<file path="config.mk">
export PLATFORM = sky130hd
export DESIGN_NAME = life_generation_step_core_flat
export DESIGN_NICKNAME = d
export VERILOG_FILES = /design/src/rtl/lgs_pkg.sv /design/src/rtl/lgs_in_if.sv /design/src/rtl/lgs_out_if.sv /design/src/rtl/lgs_cell.sv /design/src/rtl/lgs_res_fifo.sv /design/src/rtl/life_generation_step_core.sv /design/src/flat_wrapper.sv
export SDC_FILE = /design/constraint.sdc
export NUM_CORES = 2
export LEC_CHECK = 0
export BUFFER_PORTS_ARGS = -buffer_cell sky130_fd_sc_hd__buf_2
export CAP_MARGIN = 20
export CORE_ASPECT_RATIO = 1.4
export CORE_MARGIN = 2
export CORE_UTILIZATION = 60
export DETAILED_ROUTE_END_ITERATION = 6
export PLACE_DENSITY = 0.85
export SETUP_SLACK_MARGIN = 0.4
export SLEW_MARGIN = 20
export SYNTH_ARGS = -nofsm -noshare
export SYNTH_HDL_FRONTEND = slang
export SYNTH_SLANG_ARGS = --single-unit
</file>
<file path="constraint.sdc">
create_clock -name clk -period 6.1 [get_ports clk]
set_input_delay 0.61 -clock clk [delete_from_list [all_inputs] [get_ports clk]]
set_output_delay 0.61 -clock clk [all_outputs]
set_load 0.03 [all_outputs]
</file>
<file path="src/rtl/lgs_pkg.sv">
// Shared types, constants and the neighbor rule for the life generation step block.
package lgs_pkg;

    localparam int ROW_W = 64;
    localparam int CFG_W = 7;
    localparam logic [CFG_W-1:0] WIDTH_RESET = 7'd64;

    localparam int CNT_W = 4;
    localparam logic [CNT_W-1:0] SURVIVE_LOW = 4'd2;
    localparam logic [CNT_W-1:0] BIRTH_COUNT = 4'd3;

    localparam int RES_DEPTH = 4;
    localparam int PTR_W = $clog2(RES_DEPTH);

    typedef struct packed {
        logic above;
        logic mid;
        logic row;
    } lgs_col_t;

    typedef struct packed {
        logic load;
        logic clear;
    } lgs_ctl_t;

    typedef struct packed {
        logic [ROW_W-1:0] cells;
        logic             last;
    } lgs_res_t;

    function automatic logic [CNT_W-1:0] nbr_count(input logic [7:0] v);
        logic [CNT_W-1:0] n;
        n = '0;
        for (int i = 0; i < 8; i++)
        begin
            n = n + CNT_W'(v[i]);
        end
        return n;
    endfunction

    function automatic logic life_rule(input logic alive, input logic [CNT_W-1:0] n);
        logic next;
        if (alive)
        begin
            next = (n == SURVIVE_LOW) || (n == BIRTH_COUNT);
        end
        else
        begin
            next = (n == BIRTH_COUNT);
        end
        return next;
    endfunction

endpackage

</file>
<file path="src/rtl/lgs_in_if.sv">
// Input row channel: valid, ready and one board row with its final-row flag.
interface lgs_in_if;
    import lgs_pkg::*;

    logic             valid;
    logic             ready;
    logic [ROW_W-1:0] row_cells;
    logic             last_row;

    modport source (output valid, output row_cells, output last_row, input ready);
    modport sink (input valid, input row_cells, input last_row, output ready);
endinterface

</file>
<file path="src/rtl/lgs_out_if.sv">
// Result row channel: valid, ready and one next-generation row with its final flag.
interface lgs_out_if;
    import lgs_pkg::*;

    logic             valid;
    logic             ready;
    logic [ROW_W-1:0] next_cells;
    logic             last_out;

    modport source (output valid, output next_cells, output last_out, input ready);
    modport sink (input valid, input next_cells, input last_out, output ready);
endinterface

</file>
<file path="src/rtl/lgs_cell.sv">
// One board column: holds the two buffered rows and evaluates both result rules.
module lgs_cell (
    input  logic               clk,
    input  logic               rst_n,
    input  lgs_pkg::lgs_ctl_t  ctl,
    input  logic               col_en,
    input  logic               in_bit,
    input  lgs_pkg::lgs_col_t  left_col,
    input  lgs_pkg::lgs_col_t  right_col,
    output lgs_pkg::lgs_col_t  col_out,
    output logic               res_a,
    output logic               res_b
);
    import lgs_pkg::*;

    logic             above_reg;
    logic             mid_reg;
    logic             row_bit;
    logic [CNT_W-1:0] n_a;
    logic [CNT_W-1:0] n_b;

    assign row_bit = in_bit & col_en;

    assign col_out.above = above_reg;
    assign col_out.mid   = mid_reg;
    assign col_out.row   = row_bit;

    assign n_a = nbr_count({left_col.above, above_reg, right_col.above,
                            left_col.mid, right_col.mid,
                            left_col.row, row_bit, right_col.row});
    assign n_b = nbr_count({left_col.mid, mid_reg, right_col.mid,
                            left_col.row, right_col.row,
                            3'b000});

    assign res_a = col_en & life_rule(mid_reg, n_a);
    assign res_b = col_en & life_rule(row_bit, n_b);

    always_ff @(posedge clk or negedge rst_n)
    begin
        if (!rst_n)
        begin
            above_reg <= 1'b0;
            mid_reg   <= 1'b0;
        end
        else if (ctl.load)
        begin
            if (ctl.clear)
            begin
                above_reg <= 1'b0;
                mid_reg   <= 1'b0;
            end
            else
            begin
                above_reg <= mid_reg;
                mid_reg   <= row_bit;
            end
        end
    end

endmodule

</file>
<file path="src/rtl/lgs_res_fifo.sv">
// Result queue: takes up to two result beats a cycle and gives out one.
module lgs_res_fifo (
    input  logic              clk,
    input  logic              rst_n,
    input  logic [1:0]        push_cnt,
    input  lgs_pkg::lgs_res_t push0,
    input  lgs_pkg::lgs_res_t push1,
    input  logic              pop,
    output lgs_pkg::lgs_res_t head,
    output logic              not_empty,
    output logic              room
);
    import lgs_pkg::*;

    localparam int QC_W = PTR_W + 1;

    lgs_res_t          mem_reg [RES_DEPTH];
    logic [PTR_W-1:0]  wr_ptr_reg;
    logic [PTR_W-1:0]  rd_ptr_reg;
    logic [QC_W-1:0]   count_reg;
    logic [QC_W-1:0]   count_next;
    logic [PTR_W-1:0]  wr_ptr_1;

    assign wr_ptr_1  = wr_ptr_reg + PTR_W'(1);
    assign head      = mem_reg[rd_ptr_reg];
    assign not_empty = (count_reg != '0);
    assign room      = (count_reg <= QC_W'(RES_DEPTH - 2));
    assign count_next = count_reg + QC_W'(push_cnt) - QC_W'(pop);

    always_ff @(posedge clk)
    begin
        if (push_cnt != 2'd0)
        begin
            mem_reg[wr_ptr_reg] <= push0;
        end
        if (push_cnt == 2'd2)
        begin
            mem_reg[wr_ptr_1] <= push1;
        end
    end

    always_ff @(posedge clk or negedge rst_n)
    begin
        if (!rst_n)
        begin
            wr_ptr_reg <= '0;
            rd_ptr_reg <= '0;
            count_reg  <= '0;
        end
        else
        begin
            wr_ptr_reg <= wr_ptr_reg + PTR_W'(push_cnt);
            rd_ptr_reg <= rd_ptr_reg + PTR_W'(pop);
            count_reg  <= count_next;
        end
    end

    a_push_fits: assert property (@(posedge clk) disable iff (!rst_n)
        (push_cnt != 2'd0) |-> room)
        else $error("result beat pushed without room");

    a_count_bound: assert property (@(posedge clk) disable iff (!rst_n)
        count_reg <= QC_W'(RES_DEPTH))
        else $error("result queue overflow");

endmodule

</file>
<file path="src/rtl/life_generation_step_core.sv">
// Top level of the life generation step block: column cells, control and result queue.
// Streams a board one row per beat and returns next-generation rows. A row is taken
// every cycle while the result queue holds at most two beats. Each row after the first
// yields one result. A final row after the first yields two, and a board of one row
// yields one. With the output side taking a beat every cycle the queue never holds more
// than two beats, so the input never pauses; it waits only while the output stalls. A
// result is pushed into the result queue when its row is taken. All columns are
// evaluated at once by a row of column cells, each exchanging its buffered bits with
// its two neighbors; there is no clearing pass.
module life_generation_step_core #(
    parameter int MAX_WIDTH = 64
) (
    input  logic                      clk,
    input  logic                      rst_n,
    input  logic                      cfg_we,
    input  logic [lgs_pkg::CFG_W-1:0] cfg_wdata,
    lgs_in_if.sink                    row_in,
    lgs_out_if.source                 row_out
);
    import lgs_pkg::*;

    logic [CFG_W-1:0] board_width_reg;
    logic             seen_reg;
    logic             seen_next;
    logic             accept;
    logic             room;
    logic             not_empty;
    lgs_ctl_t         ctl;
    lgs_col_t         col_vec [ROW_W+2];
    logic [ROW_W-1:0] res_a_vec;
    logic [ROW_W-1:0] res_b_vec;
    logic [1:0]       push_cnt;
    lgs_res_t         push0;
    lgs_res_t         push1;
    lgs_res_t         head;

    assign accept       = row_in.valid && row_in.ready;
    assign row_in.ready = room;

    assign ctl.load  = accept;
    assign ctl.clear = row_in.last_row;

    assign col_vec[0]       = '0;
    assign col_vec[ROW_W+1] = '0;

    for (genvar k = 0; k < ROW_W; k++)
    begin : g_col
        if (k < MAX_WIDTH)
        begin : g_cell
            lgs_cell u_cell (
                .clk       (clk),
                .rst_n     (rst_n),
                .ctl       (ctl),
                .col_en    (board_width_reg > CFG_W'(k)),
                .in_bit    (row_in.row_cells[k]),
                .left_col  (col_vec[k]),
                .right_col (col_vec[k+2]),
                .col_out   (col_vec[k+1]),
                .res_a     (res_a_vec[k]),
                .res_b     (res_b_vec[k])
            );
        end
        else
        begin : g_pad
            assign col_vec[k+1] = '0;
            assign res_a_vec[k] = 1'b0;
            assign res_b_vec[k] = 1'b0;
        end
    end

    assign push_cnt    = accept ? {seen_reg & row_in.last_row, seen_reg ^ row_in.last_row}
                                : 2'd0;
    assign push0.cells = seen_reg ? res_a_vec : res_b_vec;
    assign push0.last  = !seen_reg;
    assign push1.cells = res_b_vec;
    assign push1.last  = 1'b1;

    assign seen_next = accept ? !row_in.last_row : seen_reg;

    lgs_res_fifo u_res_fifo (
        .clk       (clk),
        .rst_n     (rst_n),
        .push_cnt  (push_cnt),
        .push0     (push0),
        .push1     (push1),
        .pop       (row_out.valid && row_out.ready),
        .head      (head),
        .not_empty (not_empty),
        .room      (room)
    );

    assign row_out.valid      = not_empty;
    assign row_out.next_cells = head.cells;
    assign row_out.last_out   = head.last;

    always_ff @(posedge clk or negedge rst_n)
    begin
        if (!rst_n)
        begin
            board_width_reg <= WIDTH_RESET;
            seen_reg        <= 1'b0;
        end
        else
        begin
            if (cfg_we)
            begin
                board_width_reg <= cfg_wdata;
            end
            seen_reg <= seen_next;
        end
    end

    a_last_clears: assert property (@(posedge clk) disable iff (!rst_n)
        (accept && row_in.last_row) |=> !seen_reg)
        else $error("board state not cleared after final row");

    a_row_buffers: assert property (@(posedge clk) disable iff (!rst_n)
        (accept && !row_in.last_row) |=> seen_reg)
        else $error("row not buffered");

    a_upper_dead: assert property (@(posedge clk) disable iff (!rst_n)
        row_out.valid |-> ((row_out.next_cells >> MAX_WIDTH) == '0))
        else $error("live cell beyond board columns");

endmodule
</file>
<file path="src/flat_wrapper.sv">
// flat-port wrapper written by rule: the top's interface ports become plain ports
module life_generation_step_core_flat import lgs_pkg::*;
#(
    parameter int MAX_WIDTH = 64
)
  (clk, rst_n, cfg_we, cfg_wdata, row_in_valid, row_in_row_cells, row_in_last_row, row_in_ready, row_out_valid, row_out_next_cells, row_out_last_out, row_out_ready);
  lgs_in_if row_in_i ();
  lgs_out_if row_out_i ();
  input  logic clk;
  input  logic rst_n;
  input  logic cfg_we;
  input  logic [lgs_pkg::CFG_W-1:0] cfg_wdata;
  input wire logic [$bits(row_in_i.valid)-1:0] row_in_valid;
  input wire logic [$bits(row_in_i.row_cells)-1:0] row_in_row_cells;
  input wire logic [$bits(row_in_i.last_row)-1:0] row_in_last_row;
  output wire logic [$bits(row_in_i.ready)-1:0] row_in_ready;
  output wire logic [$bits(row_out_i.valid)-1:0] row_out_valid;
  output wire logic [$bits(row_out_i.next_cells)-1:0] row_out_next_cells;
  output wire logic [$bits(row_out_i.last_out)-1:0] row_out_last_out;
  input wire logic [$bits(row_out_i.ready)-1:0] row_out_ready;
  assign row_in_i.valid = row_in_valid;
  assign row_in_i.row_cells = row_in_row_cells;
  assign row_in_i.last_row = row_in_last_row;
  assign row_in_ready = row_in_i.ready;
  assign row_out_valid = row_out_i.valid;
  assign row_out_next_cells = row_out_i.next_cells;
  assign row_out_last_out = row_out_i.last_out;
  assign row_out_i.ready = row_out_ready;
  life_generation_step_core #(.MAX_WIDTH(MAX_WIDTH)) u_core (.clk(clk), .rst_n(rst_n), .cfg_we(cfg_we), .cfg_wdata(cfg_wdata), .row_in(row_in_i), .row_out(row_out_i));
endmodule
</file>
Word-level counts from Yosys, hierarchy flattened. Memories as Yosys holds them, arrays and structs flattened. Cells that the tools add are included.

Multiplexer cells: 262. Bitwise logic cells: 194. $lt $le $gt $ge: 65. Equality and inequality tests: 257. Add/subtract/negate cells: 698. Reduce and logical (&&, ||, !) cells: 134.

Operators with widths (count): 4-bit by 1-bit adder with 4-bit output (314); 4-bit by 2-bit equality test with 1-bit output, second input constant (252); 3-bit by 1-bit adder with 4-bit output (125); 2-bit by 1-bit adder with 3-bit output (127); 1-bit 2-to-1 mux (260); 1-bit by 1-bit adder with 2-bit output (127); 7-bit by 6-bit > comparator with 1-bit output, second input constant (32); 1-bit AND (193); 1-bit logical OR (128); 7-bit by 5-bit > comparator with 1-bit output, second input constant (16); 64-bit 2-to-1 mux (1); 7-bit by 4-bit > comparator with 1-bit output, second input constant (8); 7-bit by 3-bit > comparator with 1-bit output, second input constant (4); 7-bit by 1-bit > comparator with 1-bit output, second input constant (2); 7-bit by 2-bit > comparator with 1-bit output, second input constant (2); 3-bit by 2-bit equality test with 1-bit output, second input constant (4); 3-bit by 2-bit adder with 3-bit output (1); 3-bit by 2-bit less-or-equal comparator with 1-bit output, second input constant (1); 3-bit nonzero test (1); 3-bit by 1-bit subtractor with 3-bit output (1); 2-bit by 1-bit adder with 2-bit output (1); 2-bit by 1-bit adder with 2-bit output, second input constant (1); 2-bit adder (1); 2-bit equality test, second input constant (1); 5 further kinds (7).

Memories kept: 1. Bits in writable memories: 260. Bits in registers: 143. Logic and storage cells: 1744.

Memory list: u_core.u_res_fifo.mem_reg (words 4, width 65, rd ports 1, clocked after memory_dff 0, write ports 2, line lgs_res_fifo.sv:17) `lgs_res_t mem_reg [RES_DEPTH];`.

Longest topological paths before layout.
Depth in word-level cells: 14. Depth in mapped cells: 20. Depth with buffers taken out: 18.

Cells and area by module. A second synthesis with hierarchy kept.

Cells, all modules: 3576. Area total of the unflattened synthesis: 38729.6 um^2.

Modules (own cells, without submodules): lgs_cell (u_core.g_col[0].g_cell.u_cell ...) (seq. area each 50.0 um^2, instances 38, cells an instance 42, area each 370.4 um^2); lgs_res_fifo (seq. area each 7982.7 um^2, instances 1, cells an instance 666, area each 13326.5 um^2); lgs_cell (u_core.g_col[22].g_cell.u_cell ...) (seq. area each 50.0 um^2, instances 26, cells an instance 42, area each 367.9 um^2); life_generation_step_core (seq. area each 201.4 um^2, instances 1, cells an instance 222, area each 1765.4 um^2).

Worst setup path after synthesis. Ideal clock, no wire load.

Path kind: register -> register. From: reg u_core.board_width_reg[2]. To: mem u_core.u_res_fifo.mem_reg[0][63] in the netlist's numbering, data pin. Arrival time: 4.420 ns. Setup slack: 1.539 ns. Setup time: 0.141 ns. Stages on the path, launching flop included: 18. Buffers on the path: 1. Cells stage by stage: dfrtp_1 buf_4 and3_1 o21ai_0 inv_1 nand2_1 inv_1 ha_1 inv_1 fa_1 fa_1 inv_1 fa_1 inv_1 fa_1 nor4b_1 a221oi_1 nor2_1.

RTL lines: from (decl) (line life_generation_step_core.sv:22) `logic [CFG_W-1:0] board_width_reg;`; from (signal assigned) (line life_generation_step_core.sv:107) `board_width_reg <= cfg_wdata;`; to (decl) (line lgs_res_fifo.sv:17).

==> impl_metrics.tcl <==
set metrics [dict create \
    cts_tree "done" \
    hold_viol 0 \
    clkSlewWorstSetupHoldPaths_ns 0.07 \
    maxCapViolCount 0 \
    period_share_pct 87.6 \
    violations "design-rule violations" \
    hpwlAfterDp_mm 67.6 \
    ff2ff_setup_slack_ns 0.76 \
    fin_skew_ns 0.0285 \
    nNetsFinal 4009 \
    start_util_pct 60.6 \
    r2r_end "u_core.u_res_fifo.mem_reg[0][63]" \
    postCtsSetupBuffers 0 \
    final_common_cell "inv_1" \
    criticalPathCategory "register to register" \
    hp-class "input pin to async pin" \
    syn-num-nets 3922 \
    cts_buffer_depth 3 \
    synthToLayoutAreaGrowth_pct 8.22 \
    core_um2 57500 \
    critPathLaunch "u_core.board_width_reg[1]" \
    crit_required_ns 6.53 \
    antenna_found_initial 2 \
    drt-pass1-iter-count 7 \
    async_flop_share_pct 35.5 \
    r2r-start "u_core.board_width_reg[1]" \
    fp.dieW_um 208 \
    grt_pass1_vias 28500 \
    finalSetupViolCount 0 \
    ant_nets 0 \
    drt_iter0_markers 3051 \
    whs_ns 0.0866 \
    vias 26600 \
    vias_per_cell 6.53 \
    worst_pin_slew_ns 1.24 \
    status "finished with violations" \
    gr-usage-all-layers_pct 33.6 \
    cts_hold_buf 0 \
    drc 1 \
    mostFrequentLayoutCells "652 x inv_1, 379 x fa_1, 256 x ha_1, 256 x edfxtp_1, 252 x o22ai_1" \
    root_buffer "clkbuf_16" \
    max_slew_margin_pct 16.8 \
    yosysWarnings 0 \
    layout-drive-gt1-share_pct 11.3 \
    fp.dieH_um 289 \
    yosysSeqAreaShare_pct 32.6 \
    synth_edf_count 256 \
    placementRows 104 \
    numClockSinks 403 \
    tns_ns 0 \
    synth_cells 3210 \
    numCtsBuffers 44 \
    largest_reg_flops 260 \
    cts_resized 0 \
    crit_path_end_kind "register" \
    port_buffers 143 \
    postLayoutCellArea_um2 37700 \
    max_freq_ghz 0.187 \
    synth_cell_types 75 \
    clock_latency_ns 0.59 \
    rr_worst_depth 18 \
    synthFlopType "edfxtp_1" \
    dpl_cell_area_um2 36100 \
    cp-start-kind "register" \
    dieArea_um2 60000 \
    htreeDepth 2 \
    synth-seq-cells 403 \
    synthesis.area_um2 34800 \
    gp_congestion 0.927 \
    grt_pass1_wl_mm 156 \
    grt_max_degree 80 \
    dp_slack_ns 1.00 \
    slew_violations 0 \
    overflow 0 \
    rsz0062_at_grt "false" \
    io_pins 144 \
    wl_per_cell_um 24.3 \
    wirelength_mm 99.1 \
    crit_fanout 20 \
    syn_area_per_cell_um2 10.9 \
    worstPathArrival_ns 5.77 \
    fin_crit_ns 5.34 \
    fin_ws_ns 0.758 \
]
## worst max-delay path, stage by stage (launching register included)
cell,delay [ns]
dfrtp_1,0.57
and3_1,0.36
o21ai_0,0.52
inv_1,0.09
nand2_1,0.16
inv_1,0.13
ha_1,0.29
inv_1,0.08
fa_1,0.57
fa_1,0.41
inv_1,0.09
fa_1,0.20
inv_1,0.06
fa_1,0.38
a211oi_1,0.22
mux2i_1,0.12
nor4b_1,0.62
a221oi_1,0.18
nor2_1,0.14
## metrics by stage
step           utilization [%]  instances
4_1_cts                   65.5       4074
3_5_place_dp              62.8       3992
6_report                  65.6       4077
3_3_place_gp              62.7       3991
5_1_grt                   65.6       4076
2_1_floorplan                -       3210
## layout make-up
| type | instances | area, um^2 |
|---|---|---|
| diodes | 2 | 5.00 |
| clock buffers | 56 | 1220 |
| clock inverters | 26 | 350 |
| fillers | 4153 | 19800 |
| inverters | 652 | 2450 |
| multi-input cells | 2015 | 20400 |
| flip-flops and latches | 403 | 11400 |
| well taps | 742 | 928 |
| repair buffers | 181 | 1040 |
## cell families after synthesis
group / count (synthesis) / share of synthesized area [%]
and+or+nand+nor: 631 / 9.88
DFF: 403 / 32.6
xor gates and xnor gates: 5 / 0.126
AOI/OAI and AO/OA: 658 / 12.4
buffers and inverters: 792 / 9.21
adders and majority gates: 635 / 31.0
muxes: 86 / 4.83
## worst max path at each step
stage / endpoint / slack, ns / depth (start not counted)
finish: u_core.u_res_fifo.mem_reg[0][63] / 0.76 / 18
CTS: u_core.u_res_fifo.mem_reg[0][63] / 0.96 / 16
global placement: u_core.u_res_fifo.mem_reg[0][63] / 1.09 / 16
global route: u_core.u_res_fifo.mem_reg[0][63] / 0.49 / 18
floorplan: u_core.u_res_fifo.mem_reg[0][63] / 1.54 / 17
detailed placement: u_core.u_res_fifo.mem_reg[0][63] / 1.00 / 18
## layer usage
metal  track usage [%]  routed length, um  vias up
li1                  -                  -    11300
met1              39.6              32800    13100
met2              55.7              47400     1791
met3              6.48              10700      509
met4              24.1               8150        2
met5                 0                 10        -
## cell usage after synthesis, types with 8 or more instances
cell type    n  share of area, %
nand4b_1    26              0.65
buf_2       77               1.1
and2_1      19              0.34
a21oi_1     76               1.1
or2_2       13              0.23
o211ai_1    35              0.75
buf_4       13              0.28
a21o_1      18              0.39
nor2b_1     48              0.86
edfxtp_1   256                22
o2111ai_1   17              0.43
buf_6       12              0.39
o21ai_1      8              0.11
a211oi_1    24              0.52
mux2i_1     14              0.40
dfrtp_1    142                10
a22oi_1     33              0.71
o21bai_1    12              0.26
nor4b_1     10              0.25
o31ai_1     64               1.4
o21ai_0     69              0.99
nor3b_1     21              0.45
fa_1       379                22
nand2_1    204               2.2
mux4_2      65               4.2
inv_1      652               7.0
o22ai_1    252               4.5
buf_1        9             0.097
nand3_1     20              0.29
or3_1       14              0.25
nor2_1      88              0.95
clkbuf_1    28              0.30
nand3b_1    37              0.80
nand2b_1    89               1.6
ha_1       256               9.2
o32ai_1      9              0.23
nor4bb_1    12              0.34
a31oi_1      8              0.14
Power is left out: the tool's default activity adds up to more than one toggle a clock period on the data nets, which glitch-free logic cannot reach.
